<file path="config.mk">
export PLATFORM = sky130hd
export DESIGN_NAME = hbs_interp
export DESIGN_NICKNAME = d
export VERILOG_FILES = /design/src/hbs_pkg.sv /design/src/hbs_interp.sv
export SDC_FILE = /design/constraint.sdc
export NUM_CORES = 2
export LEC_CHECK = 0
export BUFFER_PORTS_ARGS = -buffer_cell sky130_fd_sc_hd__buf_2
export CAP_MARGIN = 25
export CORE_UTILIZATION = 55
export CTS_CLUSTER_SIZE = 12
export DETAILED_ROUTE_END_ITERATION = 12
export PLACE_DENSITY = 0.73
export SLEW_MARGIN = 40
export SYNTH_ARGS = -nofsm -noshare
export SYNTH_HDL_FRONTEND = slang
export SYNTH_SLANG_ARGS = --single-unit
export TNS_END_PERCENT = 5
</file>
<file path="constraint.sdc">
create_clock -name clock -period 10.6 [get_ports clock]
set_input_delay 1.06 -clock clock [delete_from_list [all_inputs] [get_ports clock]]
set_output_delay 1.06 -clock clock [all_outputs]
set_load 0.02 [all_outputs]
</file>
<file path="src/hbs_pkg.sv">
// shared types, constants and arithmetic helpers of the heightmap bilinear sampler
package hbs_pkg;

   // storage and number formats
   localparam int STORE_DEPTH = 262144;               // power of two
   localparam int ADDR_W      = $clog2(STORE_DEPTH);
   localparam int FRAC_BITS   = 8;
   localparam int FRAC_W      = FRAC_BITS + 1;        // fraction bits after halving
   localparam int HGT_W       = 16;
   localparam int CO_W        = 18;
   localparam int WIDX_W      = 18;
   localparam int SIDE_W      = 10;
   localparam int CELL_W      = CO_W - FRAC_W;
   localparam int IDX_W       = CELL_W + SIDE_W + 1;
   localparam int A_W         = HGT_W + FRAC_W;       // first lerp, units 2^-FRAC_W
   localparam int H_W         = A_W + FRAC_W;         // second lerp, units 2^-2*FRAC_W
   localparam int SHIFT       = 2 * FRAC_W - FRAC_BITS;
   localparam int OUT_W       = 24;

   localparam logic [SIDE_W-1:0] SIDE_RESET = SIDE_W'(512);

   // configuration register indexes
   typedef enum logic [0:0] {
      CSR_SIDE_LEN     = 1'b0,
      CSR_BOUNDS_CHECK = 1'b1
   } csr_index_type;

   // neighbour order within one sample
   typedef enum logic [1:0] {
      SLOT_P1 = 2'd0,
      SLOT_P2 = 2'd1,
      SLOT_P3 = 2'd2,
      SLOT_P4 = 2'd3
   } slot_type;

   // one memory read returning to the interpolator
   typedef struct packed {
      logic              valid;
      slot_type          slot;
      logic              zero;
      logic [FRAC_W-1:0] fx;
      logic [FRAC_W-1:0] fy;
      logic [HGT_W-1:0]  data;
   } hbs_rd_type;

   // lo*2^FRAC_W + (hi-lo)*f, never negative
   function automatic logic [A_W-1:0] lerp_first(input logic [HGT_W-1:0] lo,
                                                input logic [HGT_W-1:0] hi,
                                                input logic [FRAC_W-1:0] f);
      logic signed [HGT_W:0] d;
      logic signed [A_W+1:0] de;
      logic signed [A_W+1:0] fe;
      logic signed [A_W+1:0] s;
      d  = $signed({1'b0, hi}) - $signed({1'b0, lo});
      de = (A_W+2)'(d);
      fe = $signed({{(A_W+2-FRAC_W){1'b0}}, f});
      s  = de * fe + $signed({2'b00, lo, {FRAC_W{1'b0}}});
      return s[A_W-1:0];
   endfunction

   // lo*2^FRAC_W + (hi-lo)*f on first-lerp values, never negative
   function automatic logic [H_W-1:0] lerp_second(input logic [A_W-1:0] lo,
                                                 input logic [A_W-1:0] hi,
                                                 input logic [FRAC_W-1:0] f);
      logic signed [A_W:0]   d;
      logic signed [H_W+1:0] de;
      logic signed [H_W+1:0] fe;
      logic signed [H_W+1:0] s;
      d  = $signed({1'b0, hi}) - $signed({1'b0, lo});
      de = (H_W+2)'(d);
      fe = $signed({{(H_W+2-FRAC_W){1'b0}}, f});
      s  = de * fe + $signed({2'b00, lo, {FRAC_W{1'b0}}});
      return s[H_W-1:0];
   endfunction

endpackage

</file>
<file path="src/hbs_interp.sv">
// bilinear interpolation pipeline fed by the neighbour reads
module hbs_interp (
   input  logic                      clock,
   input  logic                      reset,
   input  hbs_pkg::hbs_rd_type       rd,
   output logic                      rsp_valid,
   output logic [hbs_pkg::OUT_W-1:0] rsp_height_fixed
);
   import hbs_pkg::*;

   logic [HGT_W-1:0]  p1_ff, p2_ff;
   logic [A_W-1:0]    a_ff, b_ff;
   logic [FRAC_W-1:0] fy_ff;
   logic              mix_valid_ff, mix_valid_in;
   logic              out_valid_ff;
   logic [OUT_W-1:0]  out_ff, out_in;
   logic [HGT_W-1:0]  pval;
   logic [H_W-1:0]    h;
   logic [55:0]       h_scaled;

   assign pval = rd.zero ? '0 : rd.data;
   assign mix_valid_in = rd.valid && (rd.slot == SLOT_P4);

   always_ff @(posedge clock) begin
      if (rd.valid) begin
         unique case (rd.slot)
            SLOT_P1: p1_ff <= pval;
            SLOT_P2: p2_ff <= pval;
            SLOT_P3: a_ff  <= lerp_first(p1_ff, pval, rd.fx);
            SLOT_P4: begin
               b_ff  <= lerp_first(p2_ff, pval, rd.fx);
               fy_ff <= rd.fy;
            end
            default: ;
         endcase
      end
   end

   // final lerp, truncate and saturate
   always_comb begin
      h        = lerp_second(a_ff, b_ff, fy_ff);
      h_scaled = 56'(h) >> SHIFT;
      out_in   = (h_scaled > 56'hFF_FFFF) ? '1 : h_scaled[OUT_W-1:0];
   end

   always_ff @(posedge clock) begin
      if (reset) begin
         mix_valid_ff <= 1'b0;
         out_valid_ff <= 1'b0;
      end else begin
         mix_valid_ff <= mix_valid_in;
         out_valid_ff <= mix_valid_ff;
      end
   end

   always_ff @(posedge clock) begin
      if (mix_valid_ff) begin
         out_ff <= out_in;
      end
   end

   assign rsp_valid        = out_valid_ff;
   assign rsp_height_fixed = out_ff;

endmodule

</file>
==> flow_summary.ini <==
[floorplan]
fp.dieW_um = 216
die_area_um2 = 46600
core_um2 = 45300
io_pins = 65
start_util = 0.556
rows = 78
die_y_um = 216

[yosys]
synth_top_cell_area_share = 0.386
synth_cell_types = 54
ys_top_cells_by_area = fa_1 (39%), edfxtp_1 (14%), ha_1 (13%), inv_1 (8.6%), and2_1 (6.4%)
synthFlopType = edfxtp_1
synth.most_common_cell = inv_1
synth_edf_count = 115
synth_compound_area_frac = 0.0549
ys_seq_elements = 117
async_flop_share = 0
synthCells = 2592
synth_top_family_by_area = adder cells
synth_area_um2 = 25200
avgSynthCellArea_um2 = 9.71
synthesis.nets = 3369
yosysTopAreaCell = fa_1
yosys-top-cells-count = inv_1 (575), fa_1 (485), nand2_1 (284), and2_1 (259), ha_1 (252)
seq_area_frac_synth = 0.139
synth.area.mux_share = 0.000796
synth_fa_ha_area_frac = 0.511
synth-xor-area-share = 0.0455
synth.yosys.warnings = 0
synth-simple-area-share = 0.155

[worst_hold_path]
whs_path_depth = 1
min_from = mix_valid_ff
hold_path.class = flip-flop to flip-flop
hold_end = rsp_valid

[final_layout]
fin_area_um2 = 26900
fillerInstances = 3858
area_delta_synth_final_pct = 7.02
layout.nets = 3422
diodes = 0
layout-drive-gt1-share = 0.0549

[place]
placed_cell_area_um2 = 26300
dpl.hpwl_um = 46500
io_buffers = 64
routabilityCongestion = 0.895

[grt]
overflow = 0
grt_pass1_wl_um = 96300
antenna_found_initial = 0
track_usage = 0.263
grt_pass1_vias = 19900
grt_start_max_net_pins = 36

[route]
wl_um = 56800
drc = 0
drt.antenna.violating_nets = 0
drt-initial-drc-count = 864
first_pass_iters = 5
vias_per_cell = 5.35
via_count = 17400
wire_per_inst_um = 17.4

[critical_path]
start_kind = input pin
r2r_cells = 31
rr_endpoint = rsp_height_fixed[23]
worstSetupEndpointType = flip-flop
r2r_start = a_ff[0]
crit_arrival_ps = 8880
critPathKind = input pin to flip-flop
critPathRequiredTime_ps = 10820
rrSetupSlack_ps = 2030
critical_path.max_fanout = 16

[clock_tree]
cts_buffers = 17
cts-root-buf = clkbuf_16
cts_max_level = 4
cts.sinks = 117
cts_tree = done
clkTransAtPathRegs_ps = 60
cts_hold_buf = 0
cts.repair.resized = 0
clk_latency_ps = 480
postCtsSetupBuffers = 0
cts_max_path_buffers = 2

[sta]
fin_setup_tns_ps = 0
grt_setup_unrepaired = no
hold-worst-slack_ps = 464
fmax_mhz = 115
final_max_slew_viol_count = 0
finClkSkew_ps = 11.9
post-route-min-period_ps = 8660
worst_pin_slew_ps = 858
fin_crit_sh = 0.817
relSlewSlack = 0.428
finalHoldViolCount = 0
setup_viol = 0

[flow_run]
max-cap-violations = 0

[run_status]
status = finished clean
[layout by cell type (no fill, tap or decap), types with 3 or more instances in the layout]
master,n
inv_1,575
fa_1,485
nand2_1,284
and2_1,259
ha_1,252
edfxtp_1,115
xnor2_1,77
a21oi_1,72
nor2b_1,66
buf_2,64
nor2_1,62
xor2_1,37
o21ai_0,36
a21o_1,30
nor3_1,27
nand2b_1,19
o21a_1,18
buf_4,18
clkbuf_16,17
xnor2_2,15
nand3_1,14
a211oi_1,10
and3_1,8
o21bai_1,8
or3_1,6
a21boi_0,6
o31ai_1,5
or2_2,4
a31oi_1,4
a221oi_1,4
nand4_1,4
clkinv_2,4
buf_6,4
a211o_1,3
clkinvlp_4,3
[kinds of logic after synthesis]
family                   after synthesis
AND/OR/NAND/NOR                      765
adder cells (fa/ha/maj)              737
buffers and inverters                628
AO/OA/AOI/OAI                        213
XOR/XNOR                             130
flip-flops                           117
multiplexers                           2
[state kept, by name, indices dropped and copies added, names as in the netlist]
| name | flops |
|---|---|
| rsp_height_fixed | 24 |
| p1_ff | 16 |
| fy_ff | 9 |
| mix_valid_ff | 1 |
| rsp_valid | 1 |
| p2_ff | 16 |
| b_ff | 25 |
| a_ff | 25 |
[final cells by class]
| class | count | area (um2) | share of cell area |
|---|---|---|---|
| Inverter | 575 | 2160 | 0.0801 |
| Clock buffer | 18 | 429 | 0.0159 |
| Timing Repair Buffer | 87 | 515 | 0.0191 |
| Multi-Input combinational cell | 1847 | 19400 | 0.722 |
| Sequential cell | 117 | 3490 | 0.130 |
| Clock inverter | 13 | 135 | 0.00502 |
| Tap cell | 600 | 751 | 0.0279 |
[critical path, stage by stage]
cell      delay, ps
buf_2           210
nor2b_1         520
ha_1            340
nor2b_1         120
o21ai_0         210
a21boi_0        150
o21ai_0         270
a21boi_0        170
o21ai_0         180
nand2b_1        150
a21o_1          200
a21oi_1         160
xnor2_1         370
nand2_1         180
fa_1            600
fa_1            440
fa_1            560
fa_1            430
fa_1            490
inv_1            40
ha_1            340
o21a_1          190
o21ai_0         110
a211oi_1        520
a21oi_1         200
a311o_1         340
o21ai_0         220
xnor2_1         100
[worst max path at each step]
stage            from       end  slack (ps)  cells after the start
2_1_floorplan  rd[34]  b_ff[24]        2430                     32
3_3_place_gp   rd[34]  a_ff[24]        1730                     28
3_5_place_dp   rd[34]  b_ff[22]        1450                     29
4_1_cts        rd[34]  b_ff[22]        1930                     29
5_1_grt        rd[34]  a_ff[24]        1260                     28
6_report       rd[34]  a_ff[24]        1940                     28
[per-layer routing]
metal  vias to the layer above  GRT usage  share of wire
li1                       8013          -              -
met4                         0     0.0836          0.021
met2                       475      0.469           0.51
met3                       100     0.0424          0.049
met5                         -          0              0
met1                      8838      0.326           0.42
[per-stage QoR]
stage	util	worst slack [ps]	cells
2_1_floorplan	-	2430	2592
3_3_place_gp	0.578	1730	3220
3_5_place_dp	0.581	1450	3225
4_1_cts	0.593	1930	3256
5_1_grt	0.595	1260	3257
6_report	0.595	1940	3257
Power is left out: the tool's default activity adds up to more than one toggle a clock period on the data nets, which glitch-free logic cannot reach.
